### src/design/lzo_pkg.sv
package lzo_pkg;

   // pool size and field widths
   localparam int NUM_LAYERS = 16;
   localparam int ID_W       = 4;
   localparam int HGT_W      = 5;
   localparam int HREQ_W     = 6;
   localparam int IDX_W      = HGT_W + 1;

   // height of a hidden layer
   localparam logic signed [HGT_W-1:0] HGT_HIDDEN = '1;

   // request codes
   typedef enum logic [1:0] {
      REQ_ALLOC = 2'd0,
      REQ_SET   = 2'd1,
      REQ_FREE  = 2'd2
   } req_code_type;

   // write ports into the layer store
   typedef struct packed {
      logic                    ord_we;
      logic [ID_W-1:0]         ord_addr;
      logic [ID_W-1:0]         ord_data;
      logic                    hgt_we;
      logic [ID_W-1:0]         hgt_addr;
      logic signed [HGT_W-1:0] hgt_data;
      logic                    use_we;
      logic [ID_W-1:0]         use_addr;
      logic                    use_data;
      logic                    top_we;
      logic signed [HGT_W-1:0] top_data;
   } lzo_wr_type;

   // read data out of the layer store
   typedef struct packed {
      logic                    use_sel;
      logic [ID_W-1:0]         ord_sel;
      logic signed [HGT_W-1:0] hgt_id;
      logic signed [HGT_W-1:0] top;
   } lzo_rd_type;

   // one step of the index walker
   typedef struct packed {
      logic                    done;
      logic signed [IDX_W-1:0] next;
      logic signed [IDX_W-1:0] dst;
   } lzo_walk_type;

endpackage

### src/design/lzo_walk.sv
module lzo_walk (
   input  logic signed [lzo_pkg::IDX_W-1:0] idx,
   input  logic signed [lzo_pkg::IDX_W-1:0] last,
   input  logic                             up,
   output lzo_pkg::lzo_walk_type            step
);
   import lzo_pkg::*;

   // stop once the index runs past the last entry, else advance one place
   always_comb begin
      if (up) begin
         step.done = (idx > last);
         step.next = idx + IDX_W'(1);
         step.dst  = idx - IDX_W'(1);
      end else begin
         step.done = (idx < last);
         step.next = idx - IDX_W'(1);
         step.dst  = idx + IDX_W'(1);
      end
   end

endmodule

### src/design/lzo_store.sv
module lzo_store (
   input  logic                       clock,
   input  logic                       reset,
   input  lzo_pkg::lzo_wr_type        wr,
   input  logic [lzo_pkg::ID_W-1:0]   sel_idx,
   input  logic [lzo_pkg::ID_W-1:0]   id,
   output lzo_pkg::lzo_rd_type        rd
);
   import lzo_pkg::*;

   logic                    use_ff   [NUM_LAYERS];
   logic signed [HGT_W-1:0] hgt_ff   [NUM_LAYERS];
   logic [ID_W-1:0]         order_ff [NUM_LAYERS];
   logic signed [HGT_W-1:0] top_ff;

   // slot flags, heights and top level
   always_ff @(posedge clock) begin
      if (reset) begin
         for (int k = 0; k < NUM_LAYERS; k++) begin
            use_ff[k] <= 1'b0;
            hgt_ff[k] <= HGT_HIDDEN;
         end
         top_ff <= HGT_HIDDEN;
      end else begin
         if (wr.use_we) begin
            use_ff[wr.use_addr] <= wr.use_data;
         end
         if (wr.hgt_we) begin
            hgt_ff[wr.hgt_addr] <= wr.hgt_data;
         end
         if (wr.top_we) begin
            top_ff <= wr.top_data;
         end
      end
   end

   // order list holds only entries that were written
   always_ff @(posedge clock) begin
      if (wr.ord_we) begin
         order_ff[wr.ord_addr] <= wr.ord_data;
      end
   end

   assign rd.use_sel = use_ff[sel_idx];
   assign rd.ord_sel = order_ff[sel_idx];
   assign rd.hgt_id  = hgt_ff[id];
   assign rd.top     = top_ff;

endmodule

### src/design/lzo_ctrl.sv
module lzo_ctrl (
   input  logic                              clock,
   input  logic                              reset,
   input  logic                              req_valid,
   output logic                              req_ready,
   input  logic [1:0]                        req_type,
   input  logic [lzo_pkg::ID_W-1:0]          req_sheet_id,
   input  logic signed [lzo_pkg::HREQ_W-1:0] req_height_request,
   output logic                              rsp_valid,
   input  logic                              rsp_ready,
   output logic                              rsp_ok,
   output logic [lzo_pkg::ID_W-1:0]          rsp_granted_id,
   output logic signed [lzo_pkg::HGT_W-1:0]  rsp_applied_height,
   output logic signed [lzo_pkg::HGT_W-1:0]  rsp_top_level,
   output logic                              rsp_redraw,
   input  lzo_pkg::lzo_rd_type               rd,
   output lzo_pkg::lzo_wr_type               wr,
   output logic [lzo_pkg::ID_W-1:0]          sel_idx,
   output logic [lzo_pkg::ID_W-1:0]          id,
   output logic signed [lzo_pkg::IDX_W-1:0]  walk_idx,
   output logic signed [lzo_pkg::IDX_W-1:0]  walk_last,
   output logic                              walk_up,
   input  lzo_pkg::lzo_walk_type             step
);
   import lzo_pkg::*;

   typedef enum logic [2:0] {
      ST_IDLE,
      ST_DECIDE,
      ST_SCAN,
      ST_SHIFT,
      ST_FIN
   } state_type;

   typedef enum logic [1:0] {
      KIND_NONE,
      KIND_SHIFT,
      KIND_REMOVE,
      KIND_INSERT
   } kind_type;

   state_type               state_ff, state_in;
   kind_type                kind_ff, kind_in;
   logic [1:0]              op_ff, op_in;
   logic [ID_W-1:0]         id_ff, id_in;
   logic [ID_W-1:0]         gid_ff, gid_in;
   logic signed [HREQ_W-1:0] hreq_ff, hreq_in;
   logic signed [IDX_W-1:0] i_ff, i_in;
   logic signed [IDX_W-1:0] last_ff, last_in;
   logic                    up_ff, up_in;
   logic signed [HGT_W-1:0] h_ff, h_in;
   logic                    ok_ff, ok_in;
   logic                    rel_ff, rel_in;
   logic                    rsp_valid_ff, rsp_valid_in;
   logic                    rsp_ok_ff, rsp_ok_in;
   logic [ID_W-1:0]         rsp_gid_ff, rsp_gid_in;
   logic signed [HGT_W-1:0] rsp_hgt_ff, rsp_hgt_in;
   logic signed [HGT_W-1:0] rsp_top_ff, rsp_top_in;
   logic                    rsp_redraw_ff, rsp_redraw_in;

   logic                    id_ok;
   logic signed [IDX_W-1:0] old_x, top_x, tgt_x;
   logic signed [IDX_W:0]   hreq_w, lim_w, clamp_w;
   logic signed [HGT_W-1:0] clamp, tgt, top_new;
   kind_type                plan_kind;
   logic                    plan_up;
   logic signed [IDX_W-1:0] plan_i, plan_last;
   logic                    fin_go;

   // clamp the requested height to the allowed range
   always_comb begin
      old_x  = {rd.hgt_id[HGT_W-1], rd.hgt_id};
      top_x  = {rd.top[HGT_W-1], rd.top};
      hreq_w = {hreq_ff[HREQ_W-1], hreq_ff};
      lim_w  = {top_x[IDX_W-1], top_x};
      if (rd.hgt_id < 0) begin
         lim_w = lim_w + (IDX_W+1)'(1);
      end
      clamp_w = (hreq_w > lim_w) ? lim_w : hreq_w;
      if (clamp_w < -1) begin
         clamp_w = '1;
      end
      clamp = clamp_w[HGT_W-1:0];
      tgt   = (op_ff == REQ_FREE) ? HGT_HIDDEN : clamp;
      tgt_x = {tgt[HGT_W-1], tgt};
   end

   // choose the walk that opens a place or closes a gap in the order list
   always_comb begin
      if (tgt < rd.hgt_id) begin
         if (tgt < 0) begin
            plan_kind = KIND_REMOVE;
            plan_up   = 1'b1;
            plan_i    = old_x + IDX_W'(1);
            plan_last = top_x;
         end else begin
            plan_kind = KIND_SHIFT;
            plan_up   = 1'b0;
            plan_i    = old_x - IDX_W'(1);
            plan_last = tgt_x;
         end
      end else if (rd.hgt_id < 0) begin
         plan_kind = KIND_INSERT;
         plan_up   = 1'b0;
         plan_i    = top_x;
         plan_last = tgt_x;
      end else begin
         plan_kind = KIND_SHIFT;
         plan_up   = 1'b1;
         plan_i    = old_x + IDX_W'(1);
         plan_last = tgt_x;
      end
   end

   always_comb begin
      case (kind_ff)
         KIND_REMOVE: top_new = rd.top - HGT_W'(1);
         KIND_INSERT: top_new = rd.top + HGT_W'(1);
         default:     top_new = rd.top;
      endcase
   end

   assign id_ok  = ({1'b0, id_ff} < (ID_W+1)'(NUM_LAYERS));
   assign fin_go = !rsp_valid_ff || rsp_ready;

   // sequencer
   always_comb begin
      state_in      = state_ff;
      kind_in       = kind_ff;
      op_in         = op_ff;
      id_in         = id_ff;
      gid_in        = gid_ff;
      hreq_in       = hreq_ff;
      i_in          = i_ff;
      last_in       = last_ff;
      up_in         = up_ff;
      h_in          = h_ff;
      ok_in         = ok_ff;
      rel_in        = rel_ff;
      rsp_valid_in  = rsp_valid_ff && !rsp_ready;
      rsp_ok_in     = rsp_ok_ff;
      rsp_gid_in    = rsp_gid_ff;
      rsp_hgt_in    = rsp_hgt_ff;
      rsp_top_in    = rsp_top_ff;
      rsp_redraw_in = rsp_redraw_ff;
      wr            = '0;
      sel_idx       = id_ff;

      case (state_ff)
         ST_IDLE: begin
            if (req_valid) begin
               op_in    = req_type;
               id_in    = req_sheet_id;
               gid_in   = req_sheet_id;
               hreq_in  = req_height_request;
               state_in = ST_DECIDE;
            end
         end

         ST_DECIDE: begin
            kind_in  = KIND_NONE;
            rel_in   = 1'b0;
            ok_in    = 1'b0;
            h_in     = id_ok ? rd.hgt_id : HGT_HIDDEN;
            state_in = ST_FIN;
            case (op_ff)
               REQ_ALLOC: begin
                  i_in     = '0;
                  up_in    = 1'b1;
                  last_in  = IDX_W'(NUM_LAYERS - 1);
                  state_in = ST_SCAN;
               end
               REQ_SET: begin
                  if (id_ok && rd.use_sel) begin
                     ok_in = 1'b1;
                     if (tgt != rd.hgt_id) begin
                        h_in     = tgt;
                        kind_in  = plan_kind;
                        up_in    = plan_up;
                        i_in     = plan_i;
                        last_in  = plan_last;
                        state_in = ST_SHIFT;
                     end
                  end
               end
               REQ_FREE: begin
                  if (id_ok) begin
                     ok_in  = 1'b1;
                     rel_in = 1'b1;
                     if (rd.hgt_id >= 0) begin
                        h_in     = HGT_HIDDEN;
                        kind_in  = plan_kind;
                        up_in    = plan_up;
                        i_in     = plan_i;
                        last_in  = plan_last;
                        state_in = ST_SHIFT;
                     end
                  end
               end
               default: ;
            endcase
         end

         // look for the lowest free slot, one slot per cycle
         ST_SCAN: begin
            sel_idx = i_ff[ID_W-1:0];
            if (step.done) begin
               ok_in    = 1'b0;
               gid_in   = '0;
               h_in     = HGT_HIDDEN;
               state_in = ST_FIN;
            end else if (!rd.use_sel) begin
               wr.use_we   = 1'b1;
               wr.use_addr = i_ff[ID_W-1:0];
               wr.use_data = 1'b1;
               wr.hgt_we   = 1'b1;
               wr.hgt_addr = i_ff[ID_W-1:0];
               wr.hgt_data = HGT_HIDDEN;
               ok_in       = 1'b1;
               gid_in      = i_ff[ID_W-1:0];
               h_in        = HGT_HIDDEN;
               state_in    = ST_FIN;
            end else begin
               i_in = step.next;
            end
         end

         // move one order entry per cycle and renumber its layer
         ST_SHIFT: begin
            sel_idx = i_ff[ID_W-1:0];
            if (step.done) begin
               state_in = ST_FIN;
            end else begin
               wr.ord_we   = 1'b1;
               wr.ord_addr = step.dst[ID_W-1:0];
               wr.ord_data = rd.ord_sel;
               wr.hgt_we   = 1'b1;
               wr.hgt_addr = rd.ord_sel;
               wr.hgt_data = step.dst[HGT_W-1:0];
               i_in        = step.next;
            end
         end

         // place the layer, settle top and release the slot with the result
         ST_FIN: begin
            if (fin_go) begin
               if (kind_ff != KIND_NONE) begin
                  wr.hgt_we   = 1'b1;
                  wr.hgt_addr = id_ff;
                  wr.hgt_data = h_ff;
                  wr.top_we   = 1'b1;
                  wr.top_data = top_new;
                  if (h_ff >= 0) begin
                     wr.ord_we   = 1'b1;
                     wr.ord_addr = h_ff[ID_W-1:0];
                     wr.ord_data = id_ff;
                  end
               end
               if (rel_ff) begin
                  wr.use_we   = 1'b1;
                  wr.use_addr = id_ff;
                  wr.use_data = 1'b0;
               end
               rsp_valid_in  = 1'b1;
               rsp_ok_in     = ok_ff;
               rsp_gid_in    = gid_ff;
               rsp_hgt_in    = h_ff;
               rsp_top_in    = top_new;
               rsp_redraw_in = (kind_ff != KIND_NONE);
               state_in      = ST_IDLE;
            end
         end

         default: state_in = ST_IDLE;
      endcase
   end

   always_ff @(posedge clock) begin
      if (reset) begin
         state_ff     <= ST_IDLE;
         rsp_valid_ff <= 1'b0;
      end else begin
         state_ff     <= state_in;
         rsp_valid_ff <= rsp_valid_in;
      end
      kind_ff       <= kind_in;
      op_ff         <= op_in;
      id_ff         <= id_in;
      gid_ff        <= gid_in;
      hreq_ff       <= hreq_in;
      i_ff          <= i_in;
      last_ff       <= last_in;
      up_ff         <= up_in;
      h_ff          <= h_in;
      ok_ff         <= ok_in;
      rel_ff        <= rel_in;
      rsp_ok_ff     <= rsp_ok_in;
      rsp_gid_ff    <= rsp_gid_in;
      rsp_hgt_ff    <= rsp_hgt_in;
      rsp_top_ff    <= rsp_top_in;
      rsp_redraw_ff <= rsp_redraw_in;
   end

   assign req_ready          = (state_ff == ST_IDLE);
   assign rsp_valid          = rsp_valid_ff;
   assign rsp_ok             = rsp_ok_ff;
   assign rsp_granted_id     = rsp_gid_ff;
   assign rsp_applied_height = rsp_hgt_ff;
   assign rsp_top_level      = rsp_top_ff;
   assign rsp_redraw         = rsp_redraw_ff;
   assign id                 = id_ff;
   assign walk_idx           = i_ff;
   assign walk_last          = last_ff;
   assign walk_up            = up_ff;

endmodule

### src/design/layer_z_order_table.sv
// Layer manager with 16 layer slots and a bottom-to-top order list of the
// visible layers. One request is handled at a time; req_ready is high only
// while the block is idle, and the result sits in an output register so the
// next request is taken while it waits. Allocate scans the slots from the
// lowest upward; a set-height or free that moves the layer also shifts the
// layers that lie between its old and new place in the order list. The
// single index walker visits one slot or one order entry per cycle. A result
// still waiting for rsp_ready holds the next result back for as long as it
// waits. No clearing pass is needed after reset.
module layer_z_order_table (
   input  logic                              clock,
   input  logic                              reset,
   input  logic                              req_valid,
   output logic                              req_ready,
   input  logic [1:0]                        req_type,
   input  logic [lzo_pkg::ID_W-1:0]          req_sheet_id,
   input  logic signed [lzo_pkg::HREQ_W-1:0] req_height_request,
   output logic                              rsp_valid,
   input  logic                              rsp_ready,
   output logic                              rsp_ok,
   output logic [lzo_pkg::ID_W-1:0]          rsp_granted_id,
   output logic signed [lzo_pkg::HGT_W-1:0]  rsp_applied_height,
   output logic signed [lzo_pkg::HGT_W-1:0]  rsp_top_level,
   output logic                              rsp_redraw
);
   import lzo_pkg::*;

   lzo_wr_type              wr;
   lzo_rd_type              rd;
   lzo_walk_type            step;
   logic [ID_W-1:0]         sel_idx;
   logic [ID_W-1:0]         id;
   logic signed [IDX_W-1:0] walk_idx;
   logic signed [IDX_W-1:0] walk_last;
   logic                    walk_up;

   lzo_ctrl u_ctrl (
      .clock              (clock),
      .reset              (reset),
      .req_valid          (req_valid),
      .req_ready          (req_ready),
      .req_type           (req_type),
      .req_sheet_id       (req_sheet_id),
      .req_height_request (req_height_request),
      .rsp_valid          (rsp_valid),
      .rsp_ready          (rsp_ready),
      .rsp_ok             (rsp_ok),
      .rsp_granted_id     (rsp_granted_id),
      .rsp_applied_height (rsp_applied_height),
      .rsp_top_level      (rsp_top_level),
      .rsp_redraw         (rsp_redraw),
      .rd                 (rd),
      .wr                 (wr),
      .sel_idx            (sel_idx),
      .id                 (id),
      .walk_idx           (walk_idx),
      .walk_last          (walk_last),
      .walk_up            (walk_up),
      .step               (step)
   );

   lzo_walk u_walk (
      .idx  (walk_idx),
      .last (walk_last),
      .up   (walk_up),
      .step (step)
   );

   lzo_store u_store (
      .clock   (clock),
      .reset   (reset),
      .wr      (wr),
      .sel_idx (sel_idx),
      .id      (id),
      .rd      (rd)
   );

endmodule

### config.mk
export PLATFORM = sky130hd
export DESIGN_NAME = layer_z_order_table
export DESIGN_NICKNAME = d
export VERILOG_FILES = /design/src/design/lzo_pkg.sv /design/src/design/lzo_walk.sv /design/src/design/lzo_store.sv /design/src/design/lzo_ctrl.sv /design/src/design/layer_z_order_table.sv
export SDC_FILE = /design/constraint.sdc
export NUM_CORES = 1
export LEC_CHECK = 0
export BUFFER_PORTS_ARGS = -buffer_cell sky130_fd_sc_hd__buf_4
export CAP_MARGIN = 20
export CORE_ASPECT_RATIO = 0.6
export CORE_MARGIN = 5
export CORE_UTILIZATION = 57
export CTS_CLUSTER_SIZE = 30
export DETAILED_ROUTE_END_ITERATION = 8
export GPL_TIMING_DRIVEN = 0
export PLACE_DENSITY_LB_ADDON = 0.2
export SKIP_LAST_GASP = 1
export SYNTH_ARGS = -nofsm -noshare
export SYNTH_HDL_FRONTEND = slang
export SYNTH_SLANG_ARGS = --single-unit
### constraint.sdc
create_clock -name clock -period 6.23 [get_ports clock]
set_input_delay 0.9345 -clock clock [delete_from_list [all_inputs] [get_ports clock]]
set_output_delay 0.9345 -clock clock [all_outputs]
set_load 0.02 [all_outputs]
==> results.toml <==
[layout]
layout-drive-gt1-share = 0.162
final_area_um2 = 13400
fin_cells = 1337
syn_to_final_growth_pct = 12.7
antenna_cells = 0
layout_common_cells = "edfxtp_1 (213), nand2_1 (142), mux2i_1 (73)"
final_common_cell = "edfxtp_1"
num-nets-final = 1093

[place]
pre_cts_ws_ps = -460
gp_congestion = 0.962
place_inst = 1291
placed_area_um2 = 12500
dp_hpwl_um = 22900
port-buffer-count = 33

[global_routing]
grt-ovfl-total = 0
grt_usage = 0.257
grt_pass1_wl_um = 46400
grtUsageMet2 = 0.337
grt.busiest_layer = "met1"
grt_use_met3 = 0.0865
grt_pass1_vias = 7819
grt_max_degree = 17
grt_antenna_before_repair = 1
grt_util_met1 = 0.412

[floorplan]
ioPinCount = 34
die_w_um = 196
coreArea_um2 = 20300
num_rows = 40
start_util = 0.587
die_h_um = 122
fp.dieArea_um2 = 23900

[sta]
finalSetupViolCount = 0
finalHoldViolCount = 0
maxSlewViolCount = 0
worst_pin_slew_ps = 1270
max-slew-margin-rel = 0.151
finClkSkew_ps = 23.5
layout_min_cycle_time_ps = 5970
worst_slack_ps = 256
max_freq_mhz = 167
finalCritPeriodShare = 0.959

[clocking]
clkLatencyLatePin_ps = 540
cts_tree = "done"
cts_buffers = 22
cts_max_level = 1
clock_path_buffers = 3
cts.sinks = 226
hold_buffers = 0
cts_root_buf = "clkbuf_16"
clk_pin_slew_ps = 70

[logic_synthesis]
syn_inst = 983
synth_enable_flop_cells = 213
synthArstFlopShare = 0
synth_area_per_cell_um2 = 12.1
synthesis.area_um2 = 11900
yosys_warnings = 0
synth_seq_cells = 226
ys_types = 81
mappedNetlistNets = 1027
synthFlopType = "edfxtp_1"
ys_seq_area_frac = 0.560
synth_top_cell_area_share = 0.538
yosysTopAreaCell = "edfxtp_1"
synth.top_cells.by_area = "edfxtp_1 (54%), mux2i_1 (6.2%), mux4_2 (4.5%)"

[hold_path]
holdPathStages = 0
hold_path_class = "flop to flop"

[power]
p_leak_nw = 4.63
power_frac_comb = 0.331
power.switching_w = 0.00163
clkPwrFrac = 0.287
internal_power_w = 0.00321
pwr-share-seq = 0.382
power.density_nw_per_um2 = 361
fin_total_pwr_w = 0.00484
ir_worst_vdd_v = 0.000242
swShare = 0.337

[routing]
drc_errors = 0
vias_per_cell = 6.34
first_iter_violations = 1109
detail-route-antenna-nets = 0
wl_um = 30900
wl_per_cell_um = 23.1
firstDrtPassIters = 6
num_vias = 8478

[worst_setup_path]
worstPathRequired_ps = 6610
crit_type = "flop to flop"
crit_fanout = 10
r2r_cells = 27
worstSetupStartpointType = "flop"
worstSetupEndpointType = "flop"
crit_arrival_ps = 6350

[run_status]
status = "complete, no violations"

[run]
maxCapViolations = 0
[power by group through the flow]
stage | clock network [W] | registers [W] | logic (W)
6_report | 0.00139 | 0.00185 | 0.00160
5_1_grt | 0.00147 | 0.00185 | 0.00171
4_1_cts | 0.00140 | 0.00185 | 0.00147
3_5_place_dp | 0 | 0.00188 | 0.00142
3_3_place_gp | 0 | 0.00188 | 0.00139
2_1_floorplan | 0 | 0.00186 | 0.00105
[flip-flops by register name (all words and copies together) (netlist names), 6 cells and up, named ones only]
signal / flops
u_ctrl.hreq_ff: 6
u_ctrl.walk_idx: 6
u_store.hgt_ff: 80
u_store.order_ff: 64
u_store.use_ff: 16
[cell usage after synthesis (all sizes together), types with 4 or more instances]
library cell  count
o211ai            7
a21o             16
a22oi             4
clkbuf           37
nand3b            4
o22a              4
or2              22
nand2b           11
a22o              6
mux2i            76
a2111oi           4
o21a              5
and2             14
xor2              5
and3              7
o22ai             6
o31ai             4
a222oi            4
edfxtp          213
nor4              6
dfxtp            13
a211oi            6
mux2             10
mux4             24
nor3b             5
nor3             13
ha               27
buf              17
nor2             69
a21oi            30
a31oi             9
nand3            12
nor2b            14
a221oi            6
nand2           143
nand4             7
xnor2            15
a21boi            4
inv              28
o21bai           10
o21ai            31
[final timing paths]
| path | startpoint | end | slack (ps) |
|---|---|---|---|
| worst max-delay path | flop | u_ctrl.walk_last[0] | 260 |
| worst min-delay path | u_ctrl.gid_ff[2] | u_ctrl.rsp_granted_id[2] | 420 |
| worst max register to register | flop | u_ctrl.walk_last[0] | 260 |
| worst min register to register | u_ctrl.gid_ff[2] | u_ctrl.rsp_granted_id[2] | 420 |
[cell type report]
class,instances,area [µm²]
Sequential cell,226,6660
Fill cell,1523,6870
Timing Repair Buffer,42,318
Clock inverter,9,141
Inverter,28,105
Tap cell,273,342
Clock buffer,30,601
Multi-Input combinational cell,675,5000
Buffer,54,240
[metrics by stage]
stage | utilization | setup TNS, ps | hold slack, ps
2_1_floorplan | - | 0 | 400
3_3_place_gp | 0.616 | -9210 | 402
3_5_place_dp | 0.617 | -6200 | 412
4_1_cts | 0.656 | 0 | 426
5_1_grt | 0.661 | -487 | 436
6_report | 0.661 | 0 | 422
[routing by layer]
metal | vias up | part of all wire
met2 | 475 | 0.39
met3 | 44 | 0.14
met5 | - | 0.00065
met1 | 4124 | 0.45
li1 | 3833 | -
met4 | 2 | 0.019
[cells by family after synthesis]
family / Yosys count / share of synthesized area
and+or+nand+nor: 340 / 0.138
DFF: 226 / 0.560
buffers and inverters: 82 / 0.0286
xor gates and xnor gates: 21 / 0.0166
AOI/OAI and AO/OA: 176 / 0.107
adders and majority gates: 28 / 0.0301
muxes: 110 / 0.120
[worst max-delay path, cell delays in order (launching register included)]
cell and delay [ps]:
dfxtp_1 300, buf_4 150, buf_8 150, mux2i_1 110
mux4_2 550, or2_4 270, nand2_4 150, inv_1 150
xnor2_2 180, ha_1 210, inv_1 90, o21ai_0 240
nor2_1 70, mux2i_1 250, nand3_2 150, o221ai_4 300
o21ai_0 120, a21o_1 250, ha_1 310, nor2b_1 140
o21a_1 160, o21ai_0 160, nand2b_1 120, a21oi_4 230
mux2i_4 170, nor3_4 340, mux2_2 390, nand2_1 100
[repair_timing]
action | CTS | global route
pin swaps | 1 | 5
buffers inserted | 0 | 5
endpoints found under the setup margin | 25 | 30
resized for setup | 10 | 13
No activity file was read; power rests on OpenSTA's default activity.
